**src/hw/rtl/bfa_pkg.sv**
```systemverilog
// ----------------------------------------------------------------------------
// bfa_pkg
// Shared types and constants of the bump frame allocator: request kinds,
// controller states, result selects and the command and status bundles.
// ----------------------------------------------------------------------------
package bfa_pkg;

  localparam int ADDR_W       = 64;
  localparam int KIND_W       = 3;
  localparam int STATUS_W     = 2;
  localparam int CFG_IDX_W    = 2;

  // defaults; the frame size must be a power of two
  localparam int MAX_REGIONS_DEF = 32;
  localparam int FRAME_BYTES_DEF = 4096;

  localparam logic [CFG_IDX_W-1:0] CFG_DATA_FLOOR = 2'd0;
  localparam logic [CFG_IDX_W-1:0] CFG_IMAGE_END  = 2'd1;

  localparam logic [STATUS_W-1:0] ST_OK        = 2'd0;
  localparam logic [STATUS_W-1:0] ST_EXHAUSTED = 2'd1;
  localparam logic [STATUS_W-1:0] ST_NO_MAP    = 2'd2;

  typedef enum logic [KIND_W-1:0] {
    KIND_CLEAR  = 3'd0,
    KIND_APPEND = 3'd1,
    KIND_START  = 3'd2,
    KIND_TAKE   = 3'd3,
    KIND_BRK    = 3'd4
  } kind_t;

  typedef enum logic [2:0] {
    S_IDLE,
    S_CLEAR,
    S_APPEND,
    S_START,
    S_BUMP,
    S_CHECK,
    S_EVAL,
    S_FINISH
  } state_t;

  typedef enum logic [1:0] {
    OUT_ZERO,
    OUT_CURSOR,
    OUT_TAKEN,
    OUT_NO_MAP
  } out_sel_t;

  typedef struct packed {
    logic     cap_in;      // capture payload of an accepted transaction
    logic     clear;       // empty the region table
    logic     append;      // write captured region at the fill count
    logic     start_init;  // cursor to the higher floor, rewind index
    logic     bump;        // remember cursor, step one frame
    logic     eval;        // raise cursor to region start, step index on miss
    logic     set_exh;     // walked off the table
    logic     load_out;    // load the result register
    out_sel_t out_sel;
  } cmd_t;

  typedef struct packed {
    logic count_zero;
    logic full;
    logic index_lt_count;
    logic hit;
    logic exhausted;
    logic out_free;
  } stat_t;

endpackage

```
**src/hw/rtl/bfa_ctrl.sv**
```systemverilog
// ----------------------------------------------------------------------------
// bfa_ctrl
// Controller of the bump frame allocator: takes a transaction, sequences the
// region walk in the datapath and hands the result to the output register.
// ----------------------------------------------------------------------------
module bfa_ctrl (
  input  logic                         clk,
  input  logic                         rst,
  input  logic                         in_valid,
  output logic                         in_ready,
  input  logic [bfa_pkg::KIND_W-1:0]   kind,
  input  bfa_pkg::stat_t               stat,
  output bfa_pkg::cmd_t                cmd
);
  import bfa_pkg::*;

  state_t              state;
  state_t              state_next;
  logic [KIND_W-1:0]   kind_q;
  logic                found;
  logic                accept;

  assign accept = in_valid && in_ready;

  always_ff @(posedge clk) begin
    if (rst) begin
      state  <= S_IDLE;
      kind_q <= KIND_BRK;
      found  <= 1'b0;
    end else begin
      state <= state_next;
      if (accept) begin
        kind_q <= kind;
        found  <= 1'b0;
      end else if (state == S_EVAL && stat.hit) begin
        found <= 1'b1;
      end
    end
  end

  always_comb begin
    state_next = state;
    unique case (state)
      S_IDLE: begin
        if (in_valid) begin
          case (kind)
            KIND_CLEAR:  state_next = S_CLEAR;
            KIND_APPEND: state_next = S_APPEND;
            KIND_START:  state_next = stat.count_zero ? S_FINISH : S_START;
            KIND_TAKE:   state_next = stat.exhausted ? S_FINISH : S_BUMP;
            default:     state_next = S_FINISH;
          endcase
        end
      end
      S_CLEAR:  state_next = S_FINISH;
      S_APPEND: state_next = S_FINISH;
      S_START:  state_next = S_CHECK;
      S_BUMP:   state_next = S_CHECK;
      S_CHECK:  state_next = stat.index_lt_count ? S_EVAL : S_FINISH;
      S_EVAL:   state_next = stat.hit ? S_FINISH : S_CHECK;
      S_FINISH: begin
        if (stat.out_free) state_next = S_IDLE;
      end
      default:  state_next = S_IDLE;
    endcase
  end

  always_comb begin
    in_ready       = 1'b0;
    cmd            = '0;
    cmd.out_sel    = OUT_ZERO;
    unique case (state)
      S_IDLE: begin
        in_ready   = 1'b1;
        cmd.cap_in = in_valid;
      end
      S_CLEAR:  cmd.clear      = 1'b1;
      S_APPEND: cmd.append     = !stat.full;
      S_START:  cmd.start_init = 1'b1;
      S_BUMP:   cmd.bump       = 1'b1;
      S_CHECK:  cmd.set_exh    = !stat.index_lt_count;
      S_EVAL:   cmd.eval       = 1'b1;
      S_FINISH: begin
        cmd.load_out = stat.out_free;
        case (kind_q)
          KIND_START: cmd.out_sel = stat.count_zero ? OUT_NO_MAP : OUT_CURSOR;
          KIND_TAKE:  cmd.out_sel = found ? OUT_TAKEN : OUT_ZERO;
          KIND_BRK:   cmd.out_sel = OUT_CURSOR;
          default:    cmd.out_sel = OUT_ZERO;
        endcase
      end
      default: ;
    endcase
  end

endmodule

```
**src/hw/rtl/bfa_datapath.sv**
```systemverilog
// ----------------------------------------------------------------------------
// bfa_datapath
// Region table memory, cursor, walk index, floors and the result register of
// the bump frame allocator.
// ----------------------------------------------------------------------------
module bfa_datapath #(
  parameter int MAX_REGIONS = bfa_pkg::MAX_REGIONS_DEF,
  parameter int FRAME_BYTES = bfa_pkg::FRAME_BYTES_DEF
) (
  input  logic                          clk,
  input  logic                          rst,
  input  logic                          cfg_write,
  input  logic [bfa_pkg::CFG_IDX_W-1:0] cfg_index,
  input  logic [bfa_pkg::ADDR_W-1:0]    cfg_data,
  input  logic [bfa_pkg::ADDR_W-1:0]    region_base,
  input  logic [bfa_pkg::ADDR_W-1:0]    region_length,
  input  logic                          region_usable,
  output logic                          out_valid,
  input  logic                          out_ready,
  output logic [bfa_pkg::ADDR_W-1:0]    frame_address,
  output logic [bfa_pkg::STATUS_W-1:0]  status,
  input  bfa_pkg::cmd_t                 cmd,
  output bfa_pkg::stat_t                stat
);
  import bfa_pkg::*;

  localparam int IDX_W = $clog2(MAX_REGIONS + 1);
  localparam int MEM_AW = (MAX_REGIONS > 1) ? $clog2(MAX_REGIONS) : 1;
  localparam logic [ADDR_W-1:0] FRAME = ADDR_W'(FRAME_BYTES);
  localparam logic [ADDR_W-1:0] FMASK = ADDR_W'(FRAME_BYTES - 1);
  localparam logic [IDX_W-1:0]  MAX_CNT = IDX_W'(MAX_REGIONS);

  logic [ADDR_W-1:0] lo_mem   [MAX_REGIONS];
  logic [ADDR_W-1:0] hi_mem   [MAX_REGIONS];
  logic              good_mem [MAX_REGIONS];

  logic [ADDR_W-1:0] data_floor;
  logic [ADDR_W-1:0] image_end;
  logic [ADDR_W-1:0] new_lo;
  logic [ADDR_W-1:0] new_hi;
  logic              new_use;
  logic [ADDR_W-1:0] rd_lo;
  logic [ADDR_W-1:0] rd_hi;
  logic              rd_good;
  logic [IDX_W-1:0]  count;
  logic [IDX_W-1:0]  index;
  logic [ADDR_W-1:0] cursor;
  logic [ADDR_W-1:0] taken;
  logic              exhausted;
  logic              c_lt_lo;
  logic              c_lt_hi;

  always_ff @(posedge clk) begin
    if (rst) begin
      data_floor <= '0;
      image_end  <= '0;
    end else if (cfg_write) begin
      if (cfg_index == CFG_DATA_FLOOR) data_floor <= cfg_data;
      if (cfg_index == CFG_IMAGE_END)  image_end  <= cfg_data;
    end
  end

  // rounded region bounds, formed when the transaction is taken
  always_ff @(posedge clk) begin
    if (cmd.cap_in) begin
      new_lo  <= (region_base + FMASK) & ~FMASK;
      new_hi  <= (region_base + region_length) & ~FMASK;
      new_use <= region_usable;
    end
  end

  // region table, one write port at the fill count, one read at the index
  always_ff @(posedge clk) begin
    if (cmd.append) begin
      lo_mem[count[MEM_AW-1:0]]   <= new_lo;
      hi_mem[count[MEM_AW-1:0]]   <= new_hi;
      good_mem[count[MEM_AW-1:0]] <= new_use && (new_lo < new_hi);
    end
    rd_lo   <= lo_mem[index[MEM_AW-1:0]];
    rd_hi   <= hi_mem[index[MEM_AW-1:0]];
    rd_good <= good_mem[index[MEM_AW-1:0]];
  end

  assign c_lt_lo = cursor < rd_lo;
  assign c_lt_hi = cursor < rd_hi;

  always_ff @(posedge clk) begin
    if (rst) begin
      count     <= '0;
      index     <= '0;
      cursor    <= '0;
      exhausted <= 1'b0;
    end else begin
      if (cmd.clear) begin
        count <= '0;
        index <= '0;
      end
      if (cmd.append) count <= count + 1'b1;
      if (cmd.start_init) begin
        cursor <= (data_floor < image_end) ? image_end : data_floor;
        index  <= '0;
      end
      if (cmd.bump) cursor <= cursor + FRAME;
      if (cmd.eval) begin
        if (c_lt_lo) cursor <= rd_lo;
        if (!stat.hit) index <= index + 1'b1;
      end
      if (cmd.set_exh) exhausted <= 1'b1;
    end
  end

  always_ff @(posedge clk) begin
    if (cmd.bump) taken <= cursor;
  end

  // result register, free again once the transaction downstream completes
  always_ff @(posedge clk) begin
    if (rst) begin
      out_valid <= 1'b0;
    end else if (cmd.load_out) begin
      out_valid <= 1'b1;
    end else if (out_ready) begin
      out_valid <= 1'b0;
    end
  end

  always_ff @(posedge clk) begin
    if (cmd.load_out) begin
      case (cmd.out_sel)
        OUT_CURSOR: frame_address <= cursor;
        OUT_TAKEN:  frame_address <= taken;
        default:    frame_address <= '0;
      endcase
      if (cmd.out_sel == OUT_NO_MAP) status <= ST_NO_MAP;
      else status <= exhausted ? ST_EXHAUSTED : ST_OK;
    end
  end

  assign stat.count_zero     = (count == '0);
  assign stat.full           = (count == MAX_CNT);
  assign stat.index_lt_count = (index < count);
  assign stat.hit            = rd_good && (c_lt_lo || c_lt_hi);
  assign stat.exhausted      = exhausted;
  assign stat.out_free       = !out_valid || out_ready;

endmodule

```
**src/hw/rtl/memory_map_bump_frame_allocator.sv**
```systemverilog
// Bump frame allocator over a table of memory-map regions. Start and take
// frame walk the region table and can run off its end: the walk reads one
// table entry from the region memory and compares it against the cursor on
// the next cycle. One transaction is worked at a time; a finished result sits
// in an output register so the next transaction can be taken while it waits,
// and a new result that finds that register still full holds the controller.
// Running off the table sets a sticky exhausted status until reset.
// ----------------------------------------------------------------------------
// memory_map_bump_frame_allocator
// Top level: joins the allocator controller and datapath.
// ----------------------------------------------------------------------------
module memory_map_bump_frame_allocator #(
  parameter int MAX_REGIONS = bfa_pkg::MAX_REGIONS_DEF,
  parameter int FRAME_BYTES = bfa_pkg::FRAME_BYTES_DEF
) (
  input  logic                          clk,
  input  logic                          rst,
  input  logic                          cfg_write,
  input  logic [bfa_pkg::CFG_IDX_W-1:0] cfg_index,
  input  logic [bfa_pkg::ADDR_W-1:0]    cfg_data,
  input  logic                          in_valid,
  output logic                          in_ready,
  input  logic [bfa_pkg::KIND_W-1:0]    kind,
  input  logic [bfa_pkg::ADDR_W-1:0]    region_base,
  input  logic [bfa_pkg::ADDR_W-1:0]    region_length,
  input  logic                          region_usable,
  output logic                          out_valid,
  input  logic                          out_ready,
  output logic [bfa_pkg::ADDR_W-1:0]    frame_address,
  output logic [bfa_pkg::STATUS_W-1:0]  status
);
  import bfa_pkg::*;

  cmd_t  cmd;
  stat_t stat;

  bfa_ctrl u_ctrl (
    .clk      (clk),
    .rst      (rst),
    .in_valid (in_valid),
    .in_ready (in_ready),
    .kind     (kind),
    .stat     (stat),
    .cmd      (cmd)
  );

  bfa_datapath #(
    .MAX_REGIONS (MAX_REGIONS),
    .FRAME_BYTES (FRAME_BYTES)
  ) u_datapath (
    .clk           (clk),
    .rst           (rst),
    .cfg_write     (cfg_write),
    .cfg_index     (cfg_index),
    .cfg_data      (cfg_data),
    .region_base   (region_base),
    .region_length (region_length),
    .region_usable (region_usable),
    .out_valid     (out_valid),
    .out_ready     (out_ready),
    .frame_address (frame_address),
    .status        (status),
    .cmd           (cmd),
    .stat          (stat)
  );

endmodule
```
**config.mk**
```make
export PLATFORM = sky130hd
export DESIGN_NAME = memory_map_bump_frame_allocator
export DESIGN_NICKNAME = d
export VERILOG_FILES = /design/src/hw/rtl/bfa_pkg.sv /design/src/hw/rtl/bfa_ctrl.sv /design/src/hw/rtl/bfa_datapath.sv /design/src/hw/rtl/memory_map_bump_frame_allocator.sv
export SDC_FILE = /design/constraint.sdc
export NUM_CORES = 2
export LEC_CHECK = 0
export BUFFER_PORTS_ARGS = -buffer_cell sky130_fd_sc_hd__buf_2
export CORE_ASPECT_RATIO = 0.6
export CORE_MARGIN = 2
export CORE_UTILIZATION = 55
export CTS_BUF_LIST = sky130_fd_sc_hd__clkbuf_16
export DETAILED_ROUTE_END_ITERATION = 6
export PLACE_DENSITY = 0.71
export SETUP_SLACK_MARGIN = 0.1
export SLEW_MARGIN = 20
export SYNTH_ARGS = -nofsm -noshare
export SYNTH_HDL_FRONTEND = slang
export SYNTH_MEMORY_MAX_BITS = 65536
export SYNTH_SLANG_ARGS = --single-unit
```
**constraint.sdc**
```tcl
create_clock -name clk -period 22.8 [get_ports clk]
set_input_delay 2.28 -clock clk [delete_from_list [all_inputs] [get_ports clk]]
set_output_delay 2.28 -clock clk [all_outputs]
set_load 0.005 [all_outputs]
```
# After elaboration in Yosys (flattened, before gate mapping)
# Memories as Yosys holds them, arrays and structs flattened. A register that Yosys moved wholly into a read port is not among the register bits.
# Index checks and enable logic that the tools add are counted.
dict set report word_totals {
  ff_bits 576
  ramBits 3360
  inputBits 203
  out_inout_bits 68
  mem_count 3
}
# name words width read_ports rd_ports_with_merged_regs wr line
set mem_list {}
lappend mem_list {u_datapath.hi_mem 32 52 1 1 1 bfa_datapath.sv:34} ;# logic [ADDR_W-1:0] hi_mem [MAX_REGIONS];
lappend mem_list {u_datapath.lo_mem 32 52 1 1 1 bfa_datapath.sv:33} ;# logic [ADDR_W-1:0] lo_mem [MAX_REGIONS];
lappend mem_list {u_datapath.good_mem 32 1 1 1 1 bfa_datapath.sv:35} ;# logic good_mem [MAX_REGIONS];
dict set report op_classes {
  n_addsub 5
  magnitude_cmp 5
  eq_ne 20
  muxes 37
  n_reduce_logical 21
}
# op count
set ops {}
lappend ops {{64-bit 2-to-1 mux} 5}
lappend ops {{64-bit less-than comparator} 4}
lappend ops {{64-bit one-hot mux with 2 select lines} 1}
lappend ops {{64-bit by 12-bit adder with 64-bit output (second input constant)} 1}
lappend ops {{64-bit by 13-bit adder with 64-bit output (second input constant)} 1}
lappend ops {{64-bit adder} 1}
lappend ops {{6-bit 2-to-1 mux} 6}
lappend ops {{3-bit by 2-bit equality test with 1-bit output (second input constant)} 6}
lappend ops {{3-bit one-hot mux with 6 select lines} 1}
lappend ops {{3-bit equality test (second input constant)} 5}
lappend ops {{1-bit 2-to-1 mux} 14}
lappend ops {{6-bit by 1-bit adder with 6-bit output (second input constant)} 2}
lappend ops {{3-bit 2-to-1 mux} 4}
lappend ops {{3-bit one-hot mux with 4 select lines} 1}
lappend ops {{2-bit 2-to-1 mux} 4}
lappend ops {{3-bit by 1-bit equality test with 1-bit output (second input constant)} 2}
lappend ops {{6-bit equality test (second input constant)} 1}
lappend ops {{3-bit zero test} 2}
lappend ops {{6-bit zero test} 1}
lappend ops {{6-bit less-than comparator} 1}
lappend ops {{2-bit one-hot mux with 3 select lines} 1}
lappend ops {{2-bit AND reduction} 3}
lappend ops {{2-bit OR reduction} 3}
lappend ops {{2-bit by 1-bit equality test with 1-bit output (second input constant)} 2}
lappend ops {{other kinds (8)} 16}

# Depth between registers and ports, before layout
dict set report logic_depth {
  word_depth 6
  ltp_mapped 14
  depth_no_buf 11
}

# Modules after synthesis
# A second synthesis with hierarchy kept.
dict set report unflattened {
  cells_unflattened 7993
  area_unflattened_um2 156711.5
}
# mod n_inst cells_per_inst area_each_um2 seq_area_each_um2
set by_module_without_submodules {}
lappend by_module_without_submodules {bfa_datapath 1 7934 156249.9 114179.5}
lappend by_module_without_submodules {bfa_ctrl 1 59 461.7 140.1}

# Worst setup path before layout
# Ideal clock, no wire load.
dict set report synth_path {
  kind {register to register}
  startpoint {reg u_datapath.count[2]}
  endpoint {mem u_datapath.good_mem[16], enable pin}
  setup_ns 0.697
  t_arrival_ns 7.945
  setup_slack_ns 14.158
  stages_incl_launch_ff 5
  n_path_buf 1
  synth_period_minus_slack_ns 8.642
  cell_sequence {dfxtp_1 -> clkbuf_1 -> inv_1 -> nand3_1 -> nor3_1}
}
dict set report synth_via {
  elab_chain_cells 5
}
# element line
set synth_rtl {}
lappend synth_rtl {{from (decl)} bfa_datapath.sv:45} ;# logic [IDX_W-1:0] count;
lappend synth_rtl {{from (signal assigned)} bfa_datapath.sv:98} ;# if (cmd.append) count <= count + 1'b1;
lappend synth_rtl {{6-bit equality test} bfa_datapath.sv:140} ;# assign stat.full = (count == MAX_CNT);
lappend synth_rtl {{1-bit zero test} bfa_ctrl.sv:78} ;# S_APPEND: cmd.append = !stat.full;
lappend synth_rtl {{1-bit 2-to-1 mux} bfa_ctrl.sv:72} ;# unique case (state)
lappend synth_rtl {{1-bit 2-to-1 mux} bfa_datapath.sv:74} ;# if (cmd.append) begin
lappend synth_rtl {{1-bit 2-to-1 mux (not written as such)} bfa_datapath.sv:77} ;# good_mem[count[MEM_AW-1:0]] <= new_use && (new_lo < new_hi);
lappend synth_rtl {{to (decl)} bfa_datapath.sv:35}
# Several ways; a longest one is shown, not always the timed one.

==> results by group <==
Synthesis
  • Warnings from Yosys: 0
  • Netlist Area Pre-Place: 157000 sq um
  • Mapped Cells: 7995
  • Synthesized flop and latch total: 3913
  • Net count after synthesis: 8490
  • Syn Area/Cell: 19.6 sq um
  • Synth cell types: 92
  • Number of synthesized flops with an enable pin: 3595
  • Synth async-reset ratio: 0%
  • Primary FF master, synth: edfxtp_1
  • Seq/Total Area, Yosys: 72.8%

Drt
  • DR WL/cell: 35.1 um
  • Vias per cell: 6.77
  • ANT nets after route: 0
  • Aggregate routed wire length: 438 mm
  • DRC viols: 0
  • Starting DRT DRC Count: 13900
  • Via Count: 84400
  • Initial DRT Pass Iterations: 6

Place
  • Detailed-placement wirelength estimate: 248 mm
  • Input/output buffers: 270
  • Pre-CTS setup slack: 16.12 ns
  • Final GP Congestion: 0.945

Final layout
  • Most frequent cells in the layout: 3595 x edfxtp_1, 1050 x mux4_2, 454 x nand2_1
  • Multi-input gate area: 40500 sq um
  • Fin util: 61.8%
  • Fillers: 19100
  • Commonest non-fill, non-tap cell in the layout: edfxtp_1
  • Area Growth Syn to Fin: 11.4%
  • Layout cells sized above 1: 25.9%
  • Fin nets: 8922
  • Sequential cell area: 114000 sq um

STA
  • Skew final: 0.0487 ns
  • Max-slew headroom: 21.2%
  • Final WS setup: 16.38 ns
  • Period Utilization, post-route: 28.1%
  • Final hold vios: 0
  • Slew @ Worst Pin: 1.18 ns
  • Fmax: 0.156 GHz
  • Unrepaired setup endpoints after global routing: false
  • Setup violators final: 0
  • Setup_tns: 0 ns
  • Slew Limit Fails: 0
  • Period minus WS final: 6.42 ns

Power
  • P per Cell Area: 83.8 nW/um^2
  • Clock Power Share: 39.6%
  • Int Pwr: 0.0114 W
  • Pleak: 56.2 nW
  • VDD IR max: 0.0000907 V
  • Sw frac: 22.0%
  • Sw power: 0.00322 W
  • Comb pwr share: 5.0%
  • Sequential power share: 55.4%

Floorplanning
  • Die height: 418 um
  • Initial Util: 55.5%
  • DIE AREA: 290000 sq um
  • I/O pin total: 271
  • Die Wd: 694 um
  • Core area: 283000 sq um
  • Rows: 151

Critical path
  • Data required, critical path: 23.55 ns
  • Arrival time worst endpoint: 7.17 ns
  • Cell Chain, Critical Path: buf_12, buf_4, buf_4, buf_4, buf_12, mux4_2, mux4_2, mux2_2
  • Slowest CP cell: dfxtp_4
  • Critical Path Fanout Max: 108
  • Crit. End Element: register
  • Type of origin of the critical path: register
  • CP Class: reg -> reg
  • CP peak stage delay: 0.95 ns
  • Most frequent cell on the critical path: buf_4

Clock network
  • Clock transition at path regs: 0.07 ns
  • H-tree Lvls: 5
  • Sink Count: 3913
  • # resized after CTS: 0
  • Root Buffer: clkbuf_16
  • Post-CTS Setup Inserts: 0
  • Cts bufs inserted: 343
  • CTS tree: built
  • CTS Buffer Depth: 4
  • Clk_lat worst skew: 0.90 ns
  • Cts hold-fix bufs: 0

Global routing
  • Number of global-route vias before repair: 80600
  • Largest net degree at the start of global routing: 148
  • Global Route Usage Sum: 30.1%
  • Initial antenna violation count: 37
  • GRT overflow: 0
  • First-pass GRT wire length: 615 mm

Hold path
  • Hold/Removal Path Class: reg -> reg

Run status
  • Status: finished, final reports clean

Run
  • Max Cap Viol: 0
[through the flow]
step | hold slack [ns] | cell area, sq um | cells | total power (W)
floorplan | 0.432 | 157000 | 7995 | 0.00865
detailed placement | 0.446 | 163000 | 11800 | 0.00897
global placement | 0.440 | 163000 | 11800 | 0.00894
CTS | 0.461 | 174000 | 12400 | 0.0147
finish | 0.465 | 175000 | 12500 | 0.0147
global route | 0.475 | 175000 | 12500 | 0.0150
[flip-flops by register name, summed over array words and instances (netlist names), 64 cells and up]
| name | flops |
|---|---|
| u_datapath.image_end | 64 |
| u_datapath.cursor | 64 |
| u_datapath.frame_address | 64 |
| u_datapath.taken | 64 |
| u_datapath.data_floor | 64 |
| u_datapath.hi_mem | 1664 |
| u_datapath.lo_mem | 1664 |
[final timing paths]
check,end,slack (ns),start,cells past startpoint
hold / removal,u_datapath.taken[3],0.46,u_datapath.cursor[3],0
setup reg to reg,u_datapath.rd_hi[26],16.38,u_datapath.index[0],8
hold reg to reg,u_datapath.taken[3],0.46,u_datapath.cursor[3],0
setup / recovery,u_datapath.rd_hi[26],16.38,u_datapath.index[0],8
[cell families (layout without fill, tap and decap cells)]
group	after synthesis	after routing	synth area share [%]
xor+xnor	102	102	0.569
compound gates	796	796	3.36
buf+inv	652	1369	1.63
simple gates	1025	1025	3.04
flops	3913	3913	72.8
fa+ha+maj	292	292	2.33
other cells	0	12	0
mux	1215	1215	16.3
[worst max-delay path: cells and delay by family (launching register included)]
family / cells / cell delay, ns
flip-flops: 1 / 0.95
buffers and inverters: 5 / 3.58
multiplexers: 3 / 1.38
[power by group through the flow]
stage / Combinational [W] / Clock, W / Sequential, W
floorplan: 0.000420 / 0 / 0.00823
global placement: 0.000644 / 0 / 0.00830
detailed placement: 0.000667 / 0 / 0.00830
CTS: 0.000673 / 0.00585 / 0.00815
global route: 0.000780 / 0.00614 / 0.00812
finish: 0.000728 / 0.00581 / 0.00812
[synth_stat cells, types with 11 or more instances]
library cell | instances | area (sq um)
edfxtp_1 | 3595 | 108000
mux4_2 | 1050 | 23600
nand2_1 | 455 | 1710
dfxtp_1 | 318 | 6370
ha_1 | 292 | 3650
clkbuf_1 | 275 | 1030
a21oi_1 | 256 | 1280
inv_1 | 250 | 938
nor2_1 | 207 | 777
a21o_1 | 131 | 983
o21ai_0 | 126 | 631
mux2_2 | 106 | 1190
nand3_1 | 90 | 450
buf_1 | 77 | 289
a22oi_1 | 73 | 548
nand4_1 | 72 | 450
xnor2_1 | 66 | 578
a31oi_1 | 39 | 244
buf_2 | 38 | 190
xor2_1 | 36 | 315
and3_1 | 32 | 200
nor3_1 | 30 | 150
mux2_4 | 27 | 405
a31oi_2 | 26 | 325
a211oi_1 | 24 | 180
mux2i_1 | 24 | 240
nor2b_1 | 24 | 150
nor4_1 | 21 | 131
nand3b_1 | 18 | 135
o21ai_1 | 14 | 70.1
o311a_1 | 14 | 140
o211ai_1 | 12 | 90.1
and2_1 | 11 | 68.8
nand2b_1 | 11 | 68.8
[routing by layer]
metal / up-vias / GRT usage (%) / share of wire (%)
met2: 5924 / 43.4 / 44
li1: 33500 / - / -
met5: - / 0 / 0.014
met4: 10 / 9.63 / 3.8
met1: 44300 / 46.3 / 39
met3: 711 / 6.61 / 13
[layout make-up]
class | count | share of cell area, %
antenna | 12 | 0.0172
clock buffer | 351 | 5.02
clock inverter | 279 | 1.27
multi-input combinational | 3430 | 23.1
timing repair buffer | 485 | 2.00
sequential | 3913 | 65.3
inverter | 254 | 0.545
tap | 3748 | 2.68
(Power assumes the default switching activity.)
